File: src/rtl/core/rscx_pkg.sv
package rscx_pkg;

    localparam int CFG_W     = 11;
    localparam int CFG_IDX_W = 1;

    localparam logic [CFG_IDX_W-1:0] REG_IMAGE_WIDTH  = 1'b0;
    localparam logic [CFG_IDX_W-1:0] REG_IMAGE_HEIGHT = 1'b1;

    localparam logic [CFG_W-1:0] RST_IMAGE_WIDTH  = 11'd640;
    localparam logic [CFG_W-1:0] RST_IMAGE_HEIGHT = 11'd480;

    localparam logic OP_PIXEL = 1'b0;
    localparam logic OP_DRAIN = 1'b1;

    typedef struct packed {
        logic [7:0] red;
        logic [7:0] green;
        logic [7:0] blue;
    } t_rgb;

    // one column of the two row buffers
    typedef struct packed {
        t_rgb older;
        t_rgb newer;
    } t_entry;

    typedef struct packed {
        t_rgb pix;
        logic frame_end;
    } t_res;

    typedef struct packed {
        logic shift;
        logic wrap;
    } t_cell_ctl;

    function automatic logic [7:0] sharpen_chan(
        input logic [7:0] c,
        input logic [7:0] u,
        input logic [7:0] d,
        input logic [7:0] l,
        input logic [7:0] r
    );
        logic        [11:0] c5;
        logic signed [11:0] s;
        logic        [7:0]  q;
        c5 = ({4'b0, c} << 2) + {4'b0, c};
        s  = $signed(c5) - $signed({4'b0, u}) - $signed({4'b0, d})
           - $signed({4'b0, l}) - $signed({4'b0, r});
        if (s < 12'sd0) begin
            q = 8'd0;
        end else if (s > 12'sd255) begin
            q = 8'd255;
        end else begin
            q = s[7:0];
        end
        return q;
    endfunction

    function automatic t_rgb sharpen_px(
        input t_rgb c,
        input t_rgb u,
        input t_rgb d,
        input t_rgb l,
        input t_rgb r
    );
        t_rgb p;
        p.red   = sharpen_chan(c.red,   u.red,   d.red,   l.red,   r.red);
        p.green = sharpen_chan(c.green, u.green, d.green, l.green, r.green);
        p.blue  = sharpen_chan(c.blue,  u.blue,  d.blue,  l.blue,  r.blue);
        return p;
    endfunction

endpackage

File: src/rtl/core/rscx_cell.sv
module rscx_cell (
    input  logic                  i_clk,
    input  rscx_pkg::t_cell_ctl   i_ctl,
    input  rscx_pkg::t_entry      i_next,
    input  rscx_pkg::t_entry      i_head,
    output rscx_pkg::t_entry      o_q
);

    rscx_pkg::t_entry r_q;

    // shift toward the left neighbor; on row wrap reload the row head
    always_ff @(posedge i_clk) begin
        if (i_ctl.shift) begin
            r_q <= i_ctl.wrap ? i_head : i_next;
        end
    end

    assign o_q = r_q;

endmodule

File: config.mk
export PLATFORM = sky130hd
export DESIGN_NAME = rscx_cell
export DESIGN_NICKNAME = d
export VERILOG_FILES = /design/src/rtl/core/rscx_pkg.sv /design/src/rtl/core/rscx_cell.sv
export SDC_FILE = /design/constraint.sdc
export NUM_CORES = 1
export LEC_CHECK = 0
export BUFFER_PORTS_ARGS = -buffer_cell sky130_fd_sc_hd__buf_2
export CAP_MARGIN = 0
export CORE_AREA = 2 2 79 81
export DETAILED_ROUTE_END_ITERATION = 12
export DIE_AREA = 0 0 81 83
export GPL_TIMING_DRIVEN = 0
export MAX_ROUTING_LAYER = met4
export PLACE_DENSITY = 0.74
export SETUP_SLACK_MARGIN = 0.1
export SLEW_MARGIN = 40
export SYNTH_ARGS = -nofsm -noshare
export SYNTH_HDL_FRONTEND = slang
export SYNTH_SLANG_ARGS = --single-unit
File: constraint.sdc
create_clock -name i_clk -period 1.09 [get_ports i_clk]
set_clock_uncertainty 0.2 [all_clocks]
set_input_delay 0.109 -clock i_clk [delete_from_list [all_inputs] [get_ports i_clk]]
set_output_delay 0.109 -clock i_clk [all_outputs]
set_load 0.1 [all_outputs]
# Word-level counts from Yosys, hierarchy flattened
# Index checks and enable logic that the tools add are counted.
dict set report word_totals {
  romBits 0
  mem_count 0
  ram_bits 0
  reg_bits 48
  latch_bits 0
  output_inout_bits 48
}
dict set report classes {
  reduce_logical 0
  add_sub_neg 0
  div_mod_pow 0
  bitwise 0
  n_lt_le_gt_ge 0
  eq_ne 0
  shift 0
  n_mux 1
  n_mul 0
}
# op count
set op_table {}
lappend op_table {{48-bit 2-to-1 mux} 1}

# Longest topological paths before layout
# Gate-level depths: netlist of run 1.
dict set report logic_depth {
  ltp_word 1
  ltp_mapped 3
}

# Least setup slack after synthesis of run 1
# No wires, ideal clock.
dict set report synth_path {
  path_kind {flip-flop to output port}
  start {register r_q, in the netlist o_q[0]}
  end {output port o_q[0] in the netlist's numbering}
  n_path_buf 0
  t_arrival_ns 0.904
  path_stages_with_launch 1
  setup_slack_ns -0.123
  path_cell_list {edfxtp_1}
}
# item line_no
set synth_lines {}
lappend synth_lines {{from (decl)} rscx_cell.sv:9} ;# rscx_pkg::t_entry r_q;
lappend synth_lines {{from (signal assigned)} rscx_cell.sv:14} ;# r_q <= i_ctl.wrap ? i_head : i_next;
lappend synth_lines {{to (decl)} rscx_cell.sv:6} ;# output rscx_pkg::t_entry o_q
# No word-level cell between the ends.

# Worst setup path in the final report of run 1
dict set report layout_path {
  start {register r_q, in the netlist o_q[28]}
  end {output port o_q[28] in the netlist's numbering}
}
# No word-level cell between the ends.

==> results of run 1 <==
==> per-layer routing <==
metal,vias up,track usage
met4,0,0.0647
met5,-,-
met2,66,0.273
met3,12,0.0348
met1,674,0.164
li1,697,-
==> stage by stage <==
stage / cells / worst slack, ns / power, mW / utilization / hold WS, ns
after detailed placement: 321 / -0.104 / 4.19 / 0.516 / 0.212
after CTS: 328 / -0.161 / 5.90 / 0.590 / -0.107
final: 328 / -0.134 / 5.85 / 0.591 / -0.0966
after floorplan: 101 / -0.123 / 3.80 / - / 0.0215
after global placement: 321 / -0.427 / 4.17 / 0.515 / 0.209
after global routing: 328 / -0.172 / 6.03 / 0.591 / -0.110
==> worst min path at each step <==
stage	end	depth (start not counted)
6_report	o_q[27]	2
3_5_place_dp	o_q[2]	2
5_1_grt	o_q[41]	2
4_1_cts	o_q[2]	2
3_3_place_gp	o_q[47]	2
2_1_floorplan	o_q[0]	0
==> layout make-up <==
| cell class | instances | area, sq um |
|---|---|---|
| Clock buffer | 5 | 68.8 |
| Timing Repair Buffer | 145 | 1040 |
| Fill cell | 480 | 2380 |
| Buffer | 5 | 90.1 |
| Clock inverter | 2 | 60.1 |
| Sequential cell | 48 | 1440 |
| Tap cell | 75 | 93.8 |
| Multi-Input combinational cell | 48 | 646 |
==> repair_timing <==
action | in CTS | in global routing
endpoints found under the hold margin | 48 | 48
setup endpoints to repair | 48 | 48
gates resized for setup | 96 | 2
==> cell families after synthesis <==
kind of cell	Yosys count
buf+inv	5
mux	48
flops	48
==> synthesized netlist by cell type, drive strengths merged <==
cell type / instances / share of area
mux2: 48 / 0.29
buf: 5 / 0.021
edfxtp: 48 / 0.69
==> report_power, final <==
part	internal, mW	switching, mW
logic	0.636	1.44
clock network	0.903	0.568
registers	2.23	0.0766
total	3.77	2.08
==> flow_metrics.tcl, run 1 <==
set metrics [dict create \
    result_of_the_run "finished, violations left" \
    violations "hold timing, setup timing" \
    post_synth_fa_ha_maj_area_fraction 0 \
    drc 0 \
    critical_path.max_stage_delay_ns 0.41 \
    yosys_warnings 0 \
    cts_made_buffers 5 \
    grtUsageTotal 0.155 \
    number_of_antenna_violations_at_the_first_check_in_global_routing 0 \
    drt_first_pass_iters 2 \
    design_area_sq_um 3440 \
    top_layer_used "met4" \
    num-nets-final 352 \
    routed_wl_met3_um 274 \
    mappedNetlistNets 200 \
    cell_chain_of_the_critical_path "buf_6" \
    timing.hold.worst.start "i_head[27]" \
    timing.final.crit_share 1.12 \
    place.gp.congestion 0.727 \
    critPathCaptureType "primary output" \
    die-height_um 83 \
    htreeDepth 2 \
    floorplan.die_area_sq_um 6720 \
    share_of_synthesized_area_spent_on_multiplexers 0.293 \
    power_density_nw_per_um2 1700 \
    detailroute.via_count 1449 \
    final_common_cell "sky130_fd_sc_hd__buf_2" \
    worstSetupPathDepth 1 \
    post_synthesis_xor_xnor_area_fraction 0 \
    worst_slack_ns -0.134 \
    cts.clk_slew.worst_paths_ns 0.09 \
    max_cap_violations 0 \
    ff_latch_count_synth 48 \
    critPathTopFamily "flip-flops" \
    endpoint "o_q[28]" \
    clockRootBuffer "sky130_fd_sc_hd__clkbuf_8" \
    met2WireLength_um 2670 \
    starting_density 0.361 \
    critPathSlowestCell "sky130_fd_sc_hd__edfxtp_1" \
    grt_setup_unrepaired "yes" \
    vias_per_cell 4.42 \
    start_kind "flip-flop" \
    cp_max_fo 1 \
    yosysSeqAreaShare 0.686 \
    worst_min_path_class "primary input to flip-flop" \
    tritoncts "yes" \
    netlist_area_sq_um 2100 \
    placement.io_buffers 145 \
    timing.critical_path.buf_inv 1 \
    row_cnt 28 \
    cp_data_required_time_ns 0.78 \
    drive_above_1_share 0.810 \
    final_layout_setup_total_negative_slack_ns -4.96 \
    fin_hold_ws_ns -0.0966 \
    route.layer.met1.wl_um 1710 \
    avg_cell_area_syn_sq_um 20.8 \
    area_fraction_in_compound_gates_after_synthesis 0 \
    wire_per_inst_um 14.6 \
    cts.sinks 48 \
    core_area_sq_um 5820 \
    postCtsSetupBuffers 0 \
    floorplan_die_width_um 81 \
    antenna_violating_nets_post_route 0 \
    synth_top_family_by_area "multiplexers" \
    post_synth_inst_count 101 \
    vias_in_the_first_global_route 1585 \
    grt_start_max_net_pins 49 \
    layout_common_cells "sky130_fd_sc_hd__buf_2 (96), sky130_fd_sc_hd__edfxtp_1 (48), sky130_fd_sc_hd__buf_6 (46)" \
    tightest_slew_ns 0.603 \
    final-setup-viol-count 48 \
    worst_setup_path_startpoint "o_q[28]" \
    final-hold-violation-count 48 \
    cp.arrival_ns 0.91 \
    postRouteWirelength_um 4790 \
    ios 147 \
    detailedPlacementHpwl_um 3680 \
    grt_remaining_overflow 0 \
    leakage_nw 1.56 \
    synth_cell_types 5 \
    ctsLongestPathBuffers 2 \
    synthSimpleGateAreaFrac 0 \
    dr.first_iter.drc_count 27 \
    grt_pass1_wl_um 7750 \
    slew_headroom 0.598 \
    max_freq_mhz 817 \
    min_period_ns 1.22 \
    postPlaceCellArea_sq_um 3000 \
    ir_drop_v 0.000729 \
    timing.setup.critical_path_class "flip-flop to primary output" \
    finalMaxSlewViolations 0 \
    largest_register_ff_count 48 \
    antennaDiodeCount 0 \
    area.growth.synth_to_final_pct 63.5 \
]
(Power assumes the default switching activity.)
==> inputs of run 2 (changes only) <==
REMOVE_ABC_BUFFERS = 1   (was default)
SETUP_SLACK_MARGIN = default   (was 0.1)
==> run 2 against run 1 <==
Largest cell class unchanged. The run still ends with hold timing, setup timing left. Core utilization shrank 1.9 points. First-iteration DRC count grew 140%. Worst setup slack gained 0.00053 ns. Highest routed layer unchanged. Clock-buffer cell count is the same.
==> flow_metrics.tcl, run 2 (synthesis results as in run 1) <==
set metrics [dict create \
    power_density_nw_per_um2 1750 \
    detailedPlacementHpwl_um 3530 \
    leakage_nw 1.49 \
    number_of_antenna_violations_at_the_first_check_in_global_routing 0 \
    layout_common_cells "sky130_fd_sc_hd__buf_2 (96), sky130_fd_sc_hd__edfxtp_1 (48), sky130_fd_sc_hd__buf_6 (48)" \
    num-nets-final 348 \
    ctsLongestPathBuffers 2 \
    cts.sinks 48 \
    ios 147 \
    max_cap_violations 0 \
    cts_made_buffers 5 \
    placement.io_buffers 146 \
    floorplan.die_area_sq_um 6720 \
    largest_register_ff_count 48 \
    grt_pass1_wl_um 7500 \
    min_to "o_q[5]" \
    tritoncts "yes" \
    detailedPlace.worstSlack_ns -0.491 \
    row_cnt 28 \
    grt_setup_unrepaired "yes" \
    htreeDepth 2 \
    cp.arrival_ns 0.91 \
    design_area_sq_um 3320 \
    antennaDiodeCount 0 \
    postPlaceCellArea_sq_um 2890 \
    drc 0 \
    n_fill_cell 494 \
    seqCellArea_sq_um 1440 \
    fin_hold_ws_ns -0.0921 \
    dr.first_iter.drc_count 64 \
    floorplan_die_width_um 81 \
    whs_path_depth 2 \
    vias_per_cell 4.45 \
    drive_above_1_share 0.807 \
    finalCoreUtilization 0.571 \
    violations "hold timing, setup timing" \
    critPathSlowestCell "sky130_fd_sc_hd__edfxtp_1" \
    critPathCaptureType "primary output" \
    multi_input_comb_area_sq_um 616 \
    start_kind "flip-flop" \
    timing.final.crit_share 1.12 \
    tightest_slew_ns 0.625 \
    worst_min_path_class "primary input to flip-flop" \
    antenna_violating_nets_post_route 0 \
    timing.hold.worst.start "i_next[5]" \
    postRouteWirelength_um 5060 \
    grtUsageTotal 0.151 \
    critPathTopFamily "flip-flops" \
    min_period_ns 1.22 \
    cp_max_fo 1 \
    timing.setup.critical_path_class "flip-flop to primary output" \
    timing.critical_path.buf_inv 1 \
    cts.clk_slew.worst_paths_ns 0.09 \
    ir_drop_v 0.000848 \
    critical_path.max_stage_delay_ns 0.41 \
    area.growth.synth_to_final_pct 58.2 \
    final-hold-violation-count 48 \
    starting_density 0.361 \
    grt_start_max_net_pins 49 \
    grt_remaining_overflow 0 \
    final-setup-viol-count 48 \
    wire_per_inst_um 15.6 \
    cp_data_required_time_ns 0.78 \
    die-height_um 83 \
    detailroute.via_count 1441 \
    slew_headroom 0.583 \
    clockRootBuffer "sky130_fd_sc_hd__clkbuf_8" \
    design_power_total_mw 5.83 \
    drt_first_pass_iters 3 \
    place.gp.congestion 0.711 \
    core_area_sq_um 5820 \
    max_freq_mhz 818 \
    result_of_the_run "finished, violations left" \
    cell_chain_of_the_critical_path "buf_6" \
    worst_slack_ns -0.133 \
    final_common_cell "sky130_fd_sc_hd__buf_2" \
    finalMaxSlewViolations 0 \
    vias_in_the_first_global_route 1534 \
]
[run 2: cell count changes in the layout (fill, tap and decap cells not counted), sizes merged]
| cell | delta |
|---|---|
| buf | -4 |
[run 2: layout make-up]
type,instances,area share
flip-flops and latches,48,0.434
well taps,75,0.0282
clock inverters,2,0.0181
clock buffers,5,0.0207
repair buffers,146,0.314
multi-input cells,48,0.185
[run 2: repair_timing]
action	4_1_cts	5_1_grt
setup buffers	0	0
gates resized for setup	98	0
endpoints found under the setup margin	96	48
endpoints found under the hold margin	48	48
[run 2: layer usage]
metal / up-vias / wire length, um / global-route usage
met5: - / 0 / -
met4: 0 / 74 / 0.0478
met3: 8 / 655 / 0.0641
met2: 89 / 2470 / 0.246
met1: 656 / 1860 / 0.164
li1: 688 / - / -
[run 2: worst max path at each step]
stage	from	endpoint	slack [ns]	depth (start not counted)
detailed placement	i_ctl[0]	o_q[11]	-0.49	2
floorplan	o_q[0]	o_q[0]	-0.12	0
finish	o_q[0]	o_q[0]	-0.13	1
global route	o_q[0]	o_q[0]	-0.18	1
global placement	i_ctl[0]	o_q[47]	-0.85	2
CTS	o_q[40]	o_q[40]	-0.16	1
[run 2: stage by stage]
| stage | hold slack, ns | cells | TNS (ns) |
|---|---|---|---|
| finish | -0.0921 | 324 | -5.04 |
| global placement | 0.211 | 317 | -59.16 |
| global route | -0.107 | 324 | -6.75 |
| detailed placement | 0.213 | 317 | -26.80 |
| CTS | -0.102 | 324 | -5.57 |
| floorplan | 0.0215 | 96 | -5.90 |
[run 2: power by group]
part | internal (mW) | switching, mW
Sequential | 2.23 | 0.0756
Combinational | 0.591 | 1.44
Clock | 0.903 | 0.587
==> inputs of run 3 (changes only) <==
RECOVER_POWER = 25   (was default)
==> run 3 against run 2 <==
The flow still finishes with violations (hold timing, setup timing). Clock-buffer cell count unchanged. Clock power about the same. Worst setup slack unchanged. Highest routed layer unchanged. Power about the same.
==> flow_metrics.tcl, run 3 (synthesis results as in run 1) <==
set metrics [dict create \
    critPathSlowestCell "sky130_fd_sc_hd__edfxtp_1" \
    clockRootBuffer "sky130_fd_sc_hd__clkbuf_8" \
    die-height_um 83 \
    power_frac_clock 0.256 \
    final-setup-viol-count 48 \
    finalMaxSlewViolations 0 \
    min_to "o_q[5]" \
    placement.io_buffers 146 \
    p_sw_mw 2.10 \
    fin_hold_ws_ns -0.0921 \
    grt_pass1_wl_um 7500 \
    worst_slack_ns -0.133 \
    power_switching_share 0.360 \
    ios 147 \
    area.growth.synth_to_final_pct 58.2 \
    timing.critical_path.buf_inv 1 \
    floorplan.die_area_sq_um 6720 \
    max_cap_violations 0 \
    largest_register_ff_count 48 \
    dr.first_iter.drc_count 64 \
    antenna_violating_nets_post_route 0 \
    detailedPlacementHpwl_um 3530 \
    place.gp.congestion 0.711 \
    worst_min_path_class "primary input to flip-flop" \
    htreeDepth 2 \
    ir_drop_v 0.000848 \
    grt_setup_unrepaired "yes" \
    worstSetupPathDepth 1 \
    drc 0 \
    number_of_antenna_violations_at_the_first_check_in_global_routing 0 \
    num-nets-final 348 \
    tritoncts "yes" \
    cts.sinks 48 \
    timing.final.crit_share 1.12 \
    cts.clk_slew.worst_paths_ns 0.09 \
    core_area_sq_um 5820 \
    final-hold-violation-count 48 \
    cp_data_required_time_ns 0.78 \
    start_kind "flip-flop" \
    grt_start_max_net_pins 49 \
    drt_first_pass_iters 3 \
    combPwrFrac 0.348 \
    antennaDiodeCount 0 \
    grtUsageTotal 0.151 \
    postRouteWirelength_um 5060 \
    row_cnt 28 \
    violations "hold timing, setup timing" \
    timing.hold.worst.start "i_next[5]" \
    power_density_nw_per_um2 1750 \
    tightest_slew_ns 0.678 \
    result_of_the_run "finished, violations left" \
    min_period_ns 1.22 \
    vias_in_the_first_global_route 1534 \
    final_layout_setup_total_negative_slack_ns -5.04 \
    grt_remaining_overflow 0 \
    wire_per_inst_um 15.6 \
    postCtsSetupBuffers 0 \
    detailedPlace.worstSlack_ns -0.491 \
    detailroute.via_count 1441 \
    leakage_nw 1.49 \
    ctsLongestPathBuffers 2 \
    cp_max_fo 1 \
    slew_headroom 0.548 \
    starting_density 0.361 \
    max_freq_mhz 818 \
    cell_chain_of_the_critical_path "buf_6" \
    timing.setup.critical_path_class "flip-flop to primary output" \
    drive_above_1_share 0.807 \
    whs_path_depth 2 \
    critical_path.max_stage_delay_ns 0.41 \
    cts_made_buffers 5 \
    floorplan_die_width_um 81 \
    p_int_mw 3.73 \
    power.sequential.fraction 0.396 \
    critPathCaptureType "primary output" \
    critPathTopFamily "flip-flops" \
    layout_common_cells "sky130_fd_sc_hd__buf_2 (96), sky130_fd_sc_hd__edfxtp_1 (48), sky130_fd_sc_hd__buf_6 (48)" \
    vias_per_cell 4.45 \
    cp.arrival_ns 0.91 \
    final_common_cell "sky130_fd_sc_hd__buf_2" \
]
-- run 3: power by group through the flow --
stage	clock [mW]	sequential (mW)	combinational, mW
6_report	1.49	2.31	2.03
3_3_place_gp	0	2.30	1.82
5_1_grt	1.58	2.33	2.09
2_1_floorplan	0	3.54	0.182
4_1_cts	1.52	2.31	2.04
3_5_place_dp	0	2.31	1.83
-- run 3: area by class of cell --
type	count	area (sq um)
well taps	75	93.8
fillers	494	2490
repair buffers	146	1040
multi-input cells	48	616
clock inverters	2	60.1
clock buffers	5	68.8
flip-flops and latches	48	1440
-- run 3: stage by stage --
| stage | power, mW | area, sq um | utilization | std cells |
|---|---|---|---|---|
| after floorplan | 3.72 | 2060 | - | 96 |
| after global placement | 4.13 | 2880 | 0.495 | 317 |
| after detailed placement | 4.14 | 2890 | 0.496 | 317 |
| after CTS | 5.87 | 3320 | 0.571 | 324 |
| after global routing | 6.00 | 3320 | 0.571 | 324 |
| final | 5.83 | 3320 | 0.571 | 324 |
-- run 3: worst max path at each step --
stage / start / end
floorplan: o_q[0] / o_q[0]
global placement: i_ctl[0] / o_q[47]
detailed placement: i_ctl[0] / o_q[11]
CTS: o_q[40] / o_q[40]
global route: o_q[0] / o_q[0]
finish: o_q[0] / o_q[0]
-- run 3: repair_timing --
action                                  in CTS  in global routing
hold endpoints to repair                    48                 48
endpoints found under the setup margin      96                 48
gates resized for setup                     98                  0
-- run 3: per-layer routing --
| metal | part of all wire | vias to the layer above | global-route usage | wire [um] |
|---|---|---|---|---|
| met5 | 0 | - | - | 0 |
| met4 | 0.015 | 0 | 0.0478 | 74 |
| met3 | 0.13 | 8 | 0.0641 | 655 |
| met2 | 0.49 | 89 | 0.246 | 2470 |
| met1 | 0.37 | 656 | 0.164 | 1860 |
| li1 | - | 688 | - | - |
